--- src/design/lcpd_pkg.sv ---
`timescale 1ns / 1ps
// ----------------------------------------------------------------------------
// LED chaser package
// Shared widths, defaults, register indexes and pattern and duty tables.
// ----------------------------------------------------------------------------
package lcpd_pkg;

  localparam int STEPS_PER_MODE_DEF = 8;
  localparam int PWM_PERIOD_DEF     = 13;
  localparam int LEVEL_PERIOD_DEF   = 100;

  localparam int IVL_W   = 11;
  localparam int LED_W   = 8;
  localparam int MODE_W  = 3;
  localparam int LEVEL_W = 3;
  localparam int SAMPLE_W = 8;
  localparam int DUTY_W  = 4;

  localparam logic [IVL_W-1:0] IVL_RESET   = 11'd400;
  localparam logic [IVL_W-1:0] ELAPSED_MAX = 11'd2047;

  localparam logic [DUTY_W-1:0] DUTY_LEVEL_ONE   = 4'd0;
  localparam logic [DUTY_W-1:0] DUTY_LEVEL_TWO   = 4'd3;
  localparam logic [DUTY_W-1:0] DUTY_LEVEL_THREE = 4'd8;
  localparam logic [DUTY_W-1:0] DUTY_LEVEL_FOUR  = 4'd11;

  typedef enum logic [1:0] {
    CFG_IVL_MODE_ONE   = 2'd0,
    CFG_IVL_MODE_TWO   = 2'd1,
    CFG_IVL_MODE_THREE = 2'd2,
    CFG_IVL_MODE_FOUR  = 2'd3
  } cfg_idx_t;

  function automatic logic [LED_W-1:0] pair_rev(input logic [1:0] idx);
    case (idx)
      2'd0:    pair_rev = 8'h18;
      2'd1:    pair_rev = 8'h24;
      2'd2:    pair_rev = 8'h42;
      default: pair_rev = 8'h81;
    endcase
  endfunction

  function automatic logic [LED_W-1:0] pattern_lookup(input logic [1:0] mode,
                                                      input logic [2:0] idx);
    logic [LED_W-1:0] walk;
    logic [LED_W-1:0] pair;
    walk = 8'h01 << idx;
    case (idx[1:0])
      2'd0:    pair = 8'h81;
      2'd1:    pair = 8'h42;
      2'd2:    pair = 8'h24;
      default: pair = 8'h18;
    endcase
    case (mode)
      2'd0:    pattern_lookup = walk;
      2'd1:    pattern_lookup = 8'h80 >> idx;
      2'd2:    pattern_lookup = pair;
      default: pattern_lookup = pair_rev(idx[1:0]);
    endcase
  endfunction

  function automatic logic [DUTY_W-1:0] duty_lookup(input logic [LEVEL_W-1:0] level);
    case (level)
      3'd1:    duty_lookup = DUTY_LEVEL_ONE;
      3'd2:    duty_lookup = DUTY_LEVEL_TWO;
      3'd3:    duty_lookup = DUTY_LEVEL_THREE;
      3'd4:    duty_lookup = DUTY_LEVEL_FOUR;
      default: duty_lookup = DUTY_LEVEL_ONE;
    endcase
  endfunction

endpackage

--- src/design/lcpd_if.sv ---
`timescale 1ns / 1ps
// ----------------------------------------------------------------------------
// LED chaser channel interfaces
// Valid/ready channels for tick items and for result items.
// ----------------------------------------------------------------------------
interface lcpd_in_if
  import lcpd_pkg::*;
();
  logic                valid;
  logic                ready;
  logic                run_toggle;
  logic [SAMPLE_W-1:0] light_sample;

  modport source (output valid, output run_toggle, output light_sample, input ready);
  modport sink   (input valid, input run_toggle, input light_sample, output ready);
endinterface

interface lcpd_out_if
  import lcpd_pkg::*;
();
  logic               valid;
  logic               ready;
  logic [LED_W-1:0]   led_drive;
  logic [MODE_W-1:0]  pattern_mode;
  logic               is_running;
  logic [LEVEL_W-1:0] bright_level;

  modport source (output valid, output led_drive, output pattern_mode,
                  output is_running, output bright_level, input ready);
  modport sink   (input valid, input led_drive, input pattern_mode,
                  input is_running, input bright_level, output ready);
endinterface

--- src/design/led_chaser_pwm_dimmer_top.sv ---
`timescale 1ns / 1ps
// ----------------------------------------------------------------------------
// LED chaser with PWM dimming
// Each input item is one millisecond tick carrying a run toggle and a light
// sample. The block steps four LED chase patterns, latches a brightness level
// periodically and gates the LEDs with a PWM phase counter.
//
// Channels: in_ch takes tick items, out_ch returns one result item per tick.
// A transfer happens when valid and ready are both high. cfg_we, cfg_index and
// cfg_wdata write the four step intervals; the user must do so only while the
// block is idle, which the block itself does not enforce. A tick is registered
// at its transfer; throughput is one tick per cycle unless out_ch stalls, set
// by the single state update between the input and result registers.
// Reset (rst_n low at a clock edge) stops the chaser, clears all counters,
// the pattern and the level, and sets every interval to 400 ticks.
// When the receiver stalls, the result is held and one further tick waits in
// the input register; in_ch.ready then falls until the result is taken.
// ----------------------------------------------------------------------------
module led_chaser_pwm_dimmer_top
  import lcpd_pkg::*;
#(
  parameter int STEPS_PER_MODE = STEPS_PER_MODE_DEF,
  parameter int PWM_PERIOD     = PWM_PERIOD_DEF,
  parameter int LEVEL_PERIOD   = LEVEL_PERIOD_DEF
) (
  input  logic             clk,
  input  logic             rst_n,
  lcpd_in_if.sink          in_ch,
  lcpd_out_if.source       out_ch,
  input  logic             cfg_we,
  input  logic [1:0]       cfg_index,
  input  logic [IVL_W-1:0] cfg_wdata
);

  localparam int SW = $clog2(STEPS_PER_MODE);
  localparam int PW = $clog2(PWM_PERIOD);
  localparam int LW = $clog2(LEVEL_PERIOD + 1);

  logic                in_valid_r;
  logic                toggle_r;
  logic [SAMPLE_W-1:0] sample_r;
  logic                advance;

  logic [IVL_W-1:0]    interval_r [4];
  logic [IVL_W-1:0]    elapsed_r, elapsed_nxt;
  logic [SW-1:0]       step_r, step_nxt;
  logic [1:0]          mode_r, mode_nxt;
  logic                running_r, running_nxt;
  logic [LED_W-1:0]    pattern_r, pattern_nxt;
  logic [PW-1:0]       phase_r, phase_nxt;
  logic [LEVEL_W-1:0]  level_r, level_nxt;
  logic [LW-1:0]       divider_r, divider_nxt;

  logic                out_valid_r;
  logic [LED_W-1:0]    led_r;

  logic [SW+2:0]       step_wide;
  logic [SW:0]         step_inc;
  logic [PW:0]         phase_inc;
  logic [LW:0]         divider_inc;
  logic [IVL_W-1:0]    elapsed_inc;
  logic [LED_W-1:0]    gated;

  assign advance     = in_valid_r && (!out_valid_r || out_ch.ready);
  assign in_ch.ready = !in_valid_r || advance;

  always_ff @(posedge clk) begin
    if (!rst_n) begin
      in_valid_r <= 1'b0;
    end else if (in_ch.ready) begin
      in_valid_r <= in_ch.valid;
    end
  end

  always_ff @(posedge clk) begin
    if (in_ch.valid && in_ch.ready) begin
      toggle_r <= in_ch.run_toggle;
      sample_r <= in_ch.light_sample;
    end
  end

  always_ff @(posedge clk) begin
    if (!rst_n) begin
      for (int k = 0; k < 4; k++) begin
        interval_r[k] <= IVL_RESET;
      end
    end else if (cfg_we) begin
      unique case (cfg_idx_t'(cfg_index))
        CFG_IVL_MODE_ONE:   interval_r[0] <= cfg_wdata;
        CFG_IVL_MODE_TWO:   interval_r[1] <= cfg_wdata;
        CFG_IVL_MODE_THREE: interval_r[2] <= cfg_wdata;
        CFG_IVL_MODE_FOUR:  interval_r[3] <= cfg_wdata;
        default:            interval_r[0] <= interval_r[0];
      endcase
    end
  end

  always_comb begin
    elapsed_inc  = (elapsed_r == ELAPSED_MAX) ? elapsed_r : elapsed_r + 11'd1;
    elapsed_nxt  = elapsed_inc;
    mode_nxt     = mode_r;
    pattern_nxt  = pattern_r;
    running_nxt  = running_r;
    step_nxt     = step_r;
    level_nxt    = level_r;

    if (toggle_r) begin
      if (running_r) begin
        pattern_nxt = '0;
      end else begin
        mode_nxt = 2'd0;
      end
      running_nxt = !running_r;
    end

    if (divider_r == '0) begin
      level_nxt = {1'b0, sample_r[7:6]} + 3'd1;
    end
    divider_inc = {1'b0, divider_r} + 1'b1;
    divider_nxt = (divider_inc >= (LW+1)'(LEVEL_PERIOD)) ? '0 : divider_inc[LW-1:0];

    step_wide = {3'b000, step_r};
    step_inc  = {1'b0, step_r} + 1'b1;
    if (running_nxt && (elapsed_inc >= interval_r[mode_nxt])) begin
      elapsed_nxt = '0;
      pattern_nxt = pattern_lookup(mode_nxt, step_wide[2:0]);
      if (step_inc >= (SW+1)'(STEPS_PER_MODE)) begin
        step_nxt = '0;
        mode_nxt = mode_nxt + 2'd1;
      end else begin
        step_nxt = step_inc[SW-1:0];
      end
    end

    phase_inc = {1'b0, phase_r} + 1'b1;
    phase_nxt = (phase_inc >= (PW+1)'(PWM_PERIOD)) ? '0 : phase_inc[PW-1:0];

    gated = ({4'b0000, phase_nxt} <= {{PW{1'b0}}, duty_lookup(level_nxt)}) ?
            pattern_nxt : '0;
  end

  always_ff @(posedge clk) begin
    if (!rst_n) begin
      elapsed_r   <= '0;
      step_r      <= '0;
      mode_r      <= '0;
      running_r   <= 1'b0;
      pattern_r   <= '0;
      phase_r     <= '0;
      level_r     <= '0;
      divider_r   <= '0;
      out_valid_r <= 1'b0;
    end else begin
      if (advance) begin
        elapsed_r <= elapsed_nxt;
        step_r    <= step_nxt;
        mode_r    <= mode_nxt;
        running_r <= running_nxt;
        pattern_r <= pattern_nxt;
        phase_r   <= phase_nxt;
        level_r   <= level_nxt;
        divider_r <= divider_nxt;
      end
      if (advance) begin
        out_valid_r <= 1'b1;
      end else if (out_ch.ready) begin
        out_valid_r <= 1'b0;
      end
    end
  end

  always_ff @(posedge clk) begin
    if (advance) begin
      led_r <= gated;
    end
  end

  assign out_ch.valid        = out_valid_r;
  assign out_ch.led_drive    = led_r;
  assign out_ch.pattern_mode = {1'b0, mode_r} + 3'd1;
  assign out_ch.is_running   = running_r;
  assign out_ch.bright_level = level_r;

  a_result_follows: assert property (@(posedge clk) disable iff (!rst_n)
    advance |=> out_valid_r)
    else $error("Processed tick did not produce a result.");

  a_dark_when_stopped: assert property (@(posedge clk) disable iff (!rst_n)
    !running_r |-> (pattern_r == '0))
    else $error("LED pattern not cleared while stopped.");

  a_level_range: assert property (@(posedge clk) disable iff (!rst_n)
    level_r <= 3'd4)
    else $error("Brightness level out of range.");

  a_state_held_on_stall: assert property (@(posedge clk) disable iff (!rst_n)
    !advance |=> ($stable(mode_r) && $stable(step_r) && $stable(phase_r)))
    else $error("Chaser state moved without a processed tick.");

endmodule

--- src/flat_wrapper.sv ---
// flat-port wrapper written by rule: the top's interface ports become plain ports
module led_chaser_pwm_dimmer_top_flat import lcpd_pkg::*;
#(
  parameter int STEPS_PER_MODE = STEPS_PER_MODE_DEF,
  parameter int PWM_PERIOD     = PWM_PERIOD_DEF,
  parameter int LEVEL_PERIOD   = LEVEL_PERIOD_DEF
)
  (clk, rst_n, cfg_we, cfg_index, cfg_wdata, in_ch_valid, in_ch_run_toggle, in_ch_light_sample, in_ch_ready, out_ch_valid, out_ch_led_drive, out_ch_pattern_mode, out_ch_is_running, out_ch_bright_level, out_ch_ready);
  lcpd_in_if in_ch_i ();
  lcpd_out_if out_ch_i ();
  input  logic clk;
  input  logic rst_n;
  input  logic cfg_we;
  input  logic [1:0] cfg_index;
  input  logic [IVL_W-1:0] cfg_wdata;
  input wire logic [$bits(in_ch_i.valid)-1:0] in_ch_valid;
  input wire logic [$bits(in_ch_i.run_toggle)-1:0] in_ch_run_toggle;
  input wire logic [$bits(in_ch_i.light_sample)-1:0] in_ch_light_sample;
  output wire logic [$bits(in_ch_i.ready)-1:0] in_ch_ready;
  output wire logic [$bits(out_ch_i.valid)-1:0] out_ch_valid;
  output wire logic [$bits(out_ch_i.led_drive)-1:0] out_ch_led_drive;
  output wire logic [$bits(out_ch_i.pattern_mode)-1:0] out_ch_pattern_mode;
  output wire logic [$bits(out_ch_i.is_running)-1:0] out_ch_is_running;
  output wire logic [$bits(out_ch_i.bright_level)-1:0] out_ch_bright_level;
  input wire logic [$bits(out_ch_i.ready)-1:0] out_ch_ready;
  assign in_ch_i.valid = in_ch_valid;
  assign in_ch_i.run_toggle = in_ch_run_toggle;
  assign in_ch_i.light_sample = in_ch_light_sample;
  assign in_ch_ready = in_ch_i.ready;
  assign out_ch_valid = out_ch_i.valid;
  assign out_ch_led_drive = out_ch_i.led_drive;
  assign out_ch_pattern_mode = out_ch_i.pattern_mode;
  assign out_ch_is_running = out_ch_i.is_running;
  assign out_ch_bright_level = out_ch_i.bright_level;
  assign out_ch_i.ready = out_ch_ready;
  led_chaser_pwm_dimmer_top #(.STEPS_PER_MODE(STEPS_PER_MODE), .PWM_PERIOD(PWM_PERIOD), .LEVEL_PERIOD(LEVEL_PERIOD)) u_core (.clk(clk), .rst_n(rst_n), .in_ch(in_ch_i), .out_ch(out_ch_i), .cfg_we(cfg_we), .cfg_index(cfg_index), .cfg_wdata(cfg_wdata));
endmodule
--- config.mk ---
export PLATFORM = sky130hd
export DESIGN_NAME = led_chaser_pwm_dimmer_top_flat
export DESIGN_NICKNAME = d
export VERILOG_FILES = /design/src/design/lcpd_pkg.sv /design/src/design/lcpd_if.sv /design/src/design/led_chaser_pwm_dimmer_top.sv /design/src/flat_wrapper.sv
export SDC_FILE = /design/constraint.sdc
export NUM_CORES = 1
export LEC_CHECK = 0
export ABC_AREA = 1
export BUFFER_PORTS_ARGS = -buffer_cell sky130_fd_sc_hd__clkbuf_2
export CORE_MARGIN = 2
export CORE_UTILIZATION = 65
export DETAILED_ROUTE_END_ITERATION = 10
export HOLD_SLACK_MARGIN = 0.03
export PLACE_DENSITY = 0.86
export SLEW_MARGIN = 20
export SYNTH_ARGS = -nofsm -noshare
export SYNTH_HDL_FRONTEND = slang
export SYNTH_SLANG_ARGS = --single-unit
--- constraint.sdc ---
create_clock -name clk -period 4.67 [get_ports clk]
set_input_delay 0.2335 -clock clk [delete_from_list [all_inputs] [get_ports clk]]
set_output_delay 0.2335 -clock clk [all_outputs]
set_load 0.1 [all_outputs]
== Word level (Yosys, flattened, before mapping) ==
Memories as Yosys holds them, arrays and structs flattened.
Index checks and enable logic that the tools add are counted.

* Register bits: 58
* Bits in writable memories: 44
* Input bits: 27
* Output and inout bits: 17
* Logic and storage cells: 98
* Memories: 1

{| class="wikitable"
|+ Memory list
! name !! depth !! width !! rd ports !! clocked after Yosys merged registers in !! write ports !! line !! RTL
|-
| u_core.interval_r || 4 || 11 || 1 || 0 || 4 || led_chaser_pwm_dimmer_top.sv:44 || <nowiki>logic [IVL_W-1:0] interval_r [4];</nowiki>
|}

* Add/subtract/negate cells: 7
* Magnitude comparators: 5
* Equality and inequality tests: 11
* Shift-type cells: 2
* Mux-type cells: 41
* Bitwise logic cells: 4
* Reductions and logical operators: 14

{| class="wikitable"
|+ Operators by type and width
! kind !! number
|-
| $pmux W8 S3 || 3
|-
| $mux W11 || 6
|-
| $mux W8 || 3
|-
| $mux W1 || 20
|-
| $pmux W4 S3 || 1
|-
| $add A11 B1 Y11 const B || 1
|-
| $eq A11 B11 Y1 const B || 1
|-
| $ge A11 B11 Y1 || 1
|-
| $add A7 B1 Y8 const B || 1
|-
| $eq A2 B2 Y1 const B || 4
|-
| $ge A8 B7 Y1 const B || 1
|-
| $mux W2 || 4
|-
| $shl A1 B3 Y8 const A || 1
|-
| $shr A8 B3 Y8 const A || 1
|-
| $logic_not A7 Y1 || 1
|-
| $mux W7 || 1
|-
| $add A2 B1 Y3 const B || 2
|-
| $eq A2 B1 Y1 const B || 3
|-
| $eq A3 B2 Y1 const B || 2
|-
| $logic_not A2 Y1 || 3
|-
| $mux W3 || 2
|-
| $add A4 B1 Y5 const B || 1
|-
| $ge A5 B4 Y1 const B || 1
|-
| $add A3 B1 Y4 const B || 1
|-
| other kinds (11) || 19
|}

== Longest topological paths before layout ==
* Depth after elaboration: 6
* Mapped depth: 22
* Gate-level depth less buffers: 20

== Least setup slack after synthesis ==
Ideal clock, no wire load.

* Path kind: register -> register
* Start: reg u_core.running_r, in the netlist u_core.out_ch.is_running
* End: reg u_core.led_r[1], in the netlist u_core.out_ch.led_drive[1] (data pin)
* Setup time: 0.272 ns
* Data arrival time: 3.138 ns
* Path slack: 1.260 ns
* Cell stages (with the launch flop): 18
* Buffers on the path: 2
* Period minus slack after synthesis: 3.410 ns
* Path through: dfxtp_1 > inv_1 > a21boi_2 > inv_2 > buf_2 > a32o_1 > ha_1 > nand2_1 > inv_1 > nand2_1 > nand2_1 > nand2_1 > nand2_1 > o21bai_1 > buf_2 > o21ai_0 > nand2_1 > nor2_1

* Word-level cells in the longest chain between the ends: 6
* Elaborated cells between the ends (all ways): 14

{| class="wikitable"
|+ Ends and longest elaborated chain
! what !! line !! RTL
|-
| start, declared || led_chaser_pwm_dimmer_top.sv:48 || <nowiki>logic running_r, running_nxt;</nowiki>
|-
| start signal, assigned || led_chaser_pwm_dimmer_top.sv:158 || <nowiki>running_r <= running_nxt;</nowiki>
|-
| $mux W2 || led_chaser_pwm_dimmer_top.sv:108 || <nowiki>if (running_r) begin</nowiki>
|-
| $mux W2 || led_chaser_pwm_dimmer_top.sv:107 || <nowiki>if (toggle_r) begin</nowiki>
|-
| $mem_v2 Z4 W11 || n/a ||
|-
| $ge A11 B11 Y1 || led_chaser_pwm_dimmer_top.sv:124 || <nowiki>if (running_nxt && (elapsed_inc >= interval_r[mode_nxt])) begin</nowiki>
|-
| $logic_and A1 B1 Y1 || led_chaser_pwm_dimmer_top.sv:124 ||
|-
| $mux W8 (*) || led_chaser_pwm_dimmer_top.sv:124 ||
|-
| end signal, assigned || led_chaser_pwm_dimmer_top.sv:174 || <nowiki>led_r <= gated;</nowiki>
|-
| end, declared || led_chaser_pwm_dimmer_top.sv:55 || <nowiki>logic [LED_W-1:0] led_r;</nowiki>
|}

Mark *: on every way between the ends. The rest lies on a longest branch, timed or not.
A chain may end at the register's enable or synchronous reset.

== Worst setup path in the final report ==
* Start: reg u_core.toggle_r
* End: reg u_core.led_r[5], in the netlist u_core.out_ch.led_drive[5] (data pin)

* Word-level cells in the longest chain between the ends: 5
* Elaborated cells between the ends (all ways): 11

{| class="wikitable"
|+ Ends and longest elaborated chain
! what !! line !! RTL
|-
| start, declared || led_chaser_pwm_dimmer_top.sv:40 || <nowiki>logic toggle_r;</nowiki>
|-
| start signal, assigned || led_chaser_pwm_dimmer_top.sv:77 || <nowiki>toggle_r <= in_ch.run_toggle;</nowiki>
|-
| $mux W2 || led_chaser_pwm_dimmer_top.sv:107 ||
|-
| $mem_v2 Z4 W11 || n/a ||
|-
| $ge A11 B11 Y1 || led_chaser_pwm_dimmer_top.sv:124 ||
|-
| $logic_and A1 B1 Y1 || led_chaser_pwm_dimmer_top.sv:124 ||
|-
| $mux W8 (*) || led_chaser_pwm_dimmer_top.sv:124 ||
|}

Marked as above.

==> summary.md <==
| Metric | Value |
|---|---|
| Max Root-Sink Buffers | `2` |
| Leading area contributor after synthesis | `edfxtp_1` |
| Register bit count reported by yosys | `96` |
| Post-synth cell types | `37` |
| Initial drt markers | `290` |
| Routability cong. | `approximately 0.92` |
| Die Y | `~95 um` |
| Nets | `762` |
| Largest net degree at the start of global routing | `35` |
| Post-CTS setup buffers | `0` |
| Required time worst endpoint | `about 4.8 ns` |
| Worst Tran Pin Value | `roughly 0.77 ns` |
| Top Ports | `44` |
| Most common cell after layout, fill and taps aside | `nand2_1` |
| Number of enable flip-flop cells after synthesis | `55` |
| Sequential area share after synthesis | `0.4625` |
| Fin. Hold Viols | `0` |
| Placed cell area | `5617 um^2` |
| Power density over the cells | `299.2 nW/um^2` |
| P&R area growth vs syn | `9.316%` |
| Net Sw Power | `527.5 uW` |
| Crit. path cell count | `17` |
| Post-route worst setup slack | `0.7985 ns` |
| Global-route wire length before repair | `19000 um` |
| Multi-input gate area | `2482 um^2` |
| CTS tree | `built` |
| Grt met2 use | `0.5012` |
| Clock Skews | `0.01439 ns` |
| Tcrit/Tclk final | `0.8290` |
| Dominant synthesized flop cell | `edfxtp_1` |
| Vias | `approximately 4500` |
| Post-Synthesis Cell Area | `roughly 5300 um^2` |
| Met3 Use GR | `0.05188` |
| Core Area | `slightly above 8000 um^2` |
| Peak VDD IR | `between 0.15 and 0.2 mV` |
| Clock Power Share | `0.307` |
| Cell Chain, Critical Path | `nand2_1, nand2_1, buf_4, clkinv_1, nand2_1, a32o_1, ha_1, nand2_1, inv_1, nand2_1, nor2_1, nand2_1, nand2_1, o21bai_1, o21ai_0, nand2_1, nor2_1` |
| Syn_nets | `726` |
| Crit path largest cell delay | `0.61 ns` |
| Top cell type's share of synthesized area | `0.3090` |
| FILL cells | `631` |
| Initial antenna violation count | `0` |
| Critical path's most frequent cell | `nand2_1` |
| Gr ovfl total | `0` |
| Total power | `1748 uW` |
| Vias in the first global route | `4361` |
| Overall Global Routing Usage | `0.2696` |
| Avg Inst Size Synth | `8.026 um^2` |
| Syn. warnings | `0` |
| Critical-path top delay cell | `o21bai_1` |
| Register area | `2472 um^2` |
| Worst relative slew slack | `0.4836` |
| Root Buffer | `clkbuf_8` |
| Register share of total power | `0.550` |
| Worst setup EP type | `register` |
| Max Fanout on Critical Path | `26` |
| P_int | `1221 uW` |
| Max-slew violations | `0` |
| Post-Synthesis Cells | `666` |
| Share of cells above drive strength 1 | `0.1047` |
| Worst setup path class | `register to register` |
| Pleak | `0.002584 uW` |
| Post-Route WL | `11160 um` |
| Status | `completed` |
| Gate power share | `0.142` |
| Die Area | `8964 um^2` |
| Critical path arrival | `3.98 ns` |
| H-Tree Depth | `3` |
| Commonest cells after routing, fill and taps aside | `nand2_1, nor2_1, inv_1` |
| Setup crit start kind | `register` |
| F_max | `258.3 MHz` |
| Placement Setup Slack | `0.9073 ns` |
| DR DRC count | `0` |
| Largest cells by area after synthesis | `edfxtp_1, dfxtp_1, nand2_1` |
| Met1 usage in global routing | `0.3111` |
| Hold Path Cell Cnt | `3` |
| Async SR Flop Fraction | `0` |
| Setup TNS | `0 ns` |
| Worst hold slack | `roughly 0.12 ns` |
| Starting Density | `0.6605` |
| Worst reg2reg path depth | `17` |
| RSZ-0062 raised after global routing | `no` |
| CP Buf/Inv Count | `3` |
| Delay-heaviest family, CP | `compound AO/OA/AOI/OAI gates` |
| Busiest grt layer | `met2` |
| Cell area after layout | `~5800 um^2` |
| Net Sw Frac | `0.3017` |
| Later-pin clock latency in the skew report | `0.38 ns` |
| Die width | `94.68 um` |
| Total CTS buffers | `9` |
| Clock transition at path regs | `0.10 ns` |
| Max cap viols | `0` |
| Final Setup Violations | `0` |
| PortBufs | `37` |
| Dpl hpwl | `about 8000 um` |
| Type of the most critical hold path | `input pin to register` |
| Antenna diodes | `0` |
| Min Tclk post-route | `3.871 ns` |
| FP Rows | `33` |
| Initial DRT Pass Iterations | `5` |
| Wire per inst | `13.74 um` |
| DRT antenna net count | `0` |
| Post_cts resized | `0` |
| CTS sink count | `96` |
| DR vias/cell | `5.511` |
[power groups by stage]
stage / sequential, uW / combinational (uW) / clock, uW
2_1_floorplan: 1030 / 137 / 0
3_3_place_gp: 979 / 234 / 0
3_5_place_dp: 981 / 245 / 0
4_1_cts: 962 / 249 / 545
5_1_grt: 967 / 278 / 573
6_report: 962 / 249 / 537
[cell families (layout without fill, tap and decap cells)]
group	after synthesis	in the layout	share of synthesized area
AO/OA/AOI/OAI	92	92	0.1018
XOR/XNOR	14	14	0.02294
adder cells (fa/ha/maj)	33	33	0.07725
buffers and inverters	101	142	0.07303
flip-flops	96	96	0.4625
multiplexers	1	1	0.002107
AND/OR/NAND/NOR	329	329	0.2603
[Yosys cell counts, types with 2 or more instances]
cell	n
o21ai_0	21
o211ai_1	2
nor2_1	81
a21oi_1	47
xnor2_1	5
nand3_2	3
clkbuf_1	12
xor2_1	9
nand3_1	58
o21ai_2	2
a32o_1	6
inv_2	2
ha_1	33
inv_1	74
nand4_1	9
nand3b_1	2
dfxtp_1	41
clkinv_1	4
o21bai_1	2
edfxtp_1	55
nand2_1	168
nor3_1	3
buf_2	9
o22ai_1	5
[worst min-delay path: stages]
cell and delay [ns]:
clkbuf_2 0.08, nand2_1 0.07, a21oi_1 0.06
[through the flow]
step	util	std cells
3_3_place_gp	0.6940	793
4_1_cts	0.7220	812
3_5_place_dp	0.6940	793
5_1_grt	0.7220	812
2_1_floorplan	-	666
6_report	0.7220	812
[sequential cells by signal, summed over array words and instances, names as in the netlist]
signal / flops
u_core.divider_r: 7
u_core.elapsed_r: 11
u_core.in_valid_r: 1
u_core.interval_r: 44
u_core.mode_r: 2
u_core.out_ch.bright_level: 3
u_core.out_ch.is_running: 1
u_core.out_ch.led_drive: 8
u_core.out_ch.valid: 1
u_core.pattern_r: 8
u_core.phase_r: 4
u_core.sample_r: 2
u_core.step_r: 3
u_core.toggle_r: 1
[worst paths after layout]
kind / from / endpoint / slack [ns]
setup reg to reg: u_core.toggle_r / u_core.out_ch.led_drive[5] / 0.80
hold reg to reg: u_core.elapsed_r[3] / u_core.elapsed_r[3] / 0.48
setup / recovery: u_core.toggle_r / u_core.out_ch.led_drive[5] / 0.80
hold / removal: in_ch_valid / u_core.in_valid_r / 0.12
[layer usage]
layer	up-vias	wire length (um)	part of all wire
met5	-	0	0
met4	0	150	0.013
met3	16	607	0.054
met2	127	5886	0.53
met1	2052	4513	0.40
li1	2280	-	-
[cell type report]
cell class | instances | share of cell area
inverters | 80 | 0.05139
multi-input cells | 469 | 0.4248
flip-flops and latches | 96 | 0.4231
clock inverters | 7 | 0.01242
clock buffers | 9 | 0.02120
repair buffers | 46 | 0.04454
well taps | 105 | 0.02248
[repair_timing]
| item | in CTS | in global routing |
|---|---|---|
| endpoints found under the hold margin | 3 | 0 |
| hold buffers | 3 | 0 |
| endpoints found under the setup margin | 0 | 0 |
No activity file was read; power rests on OpenSTA's default activity.
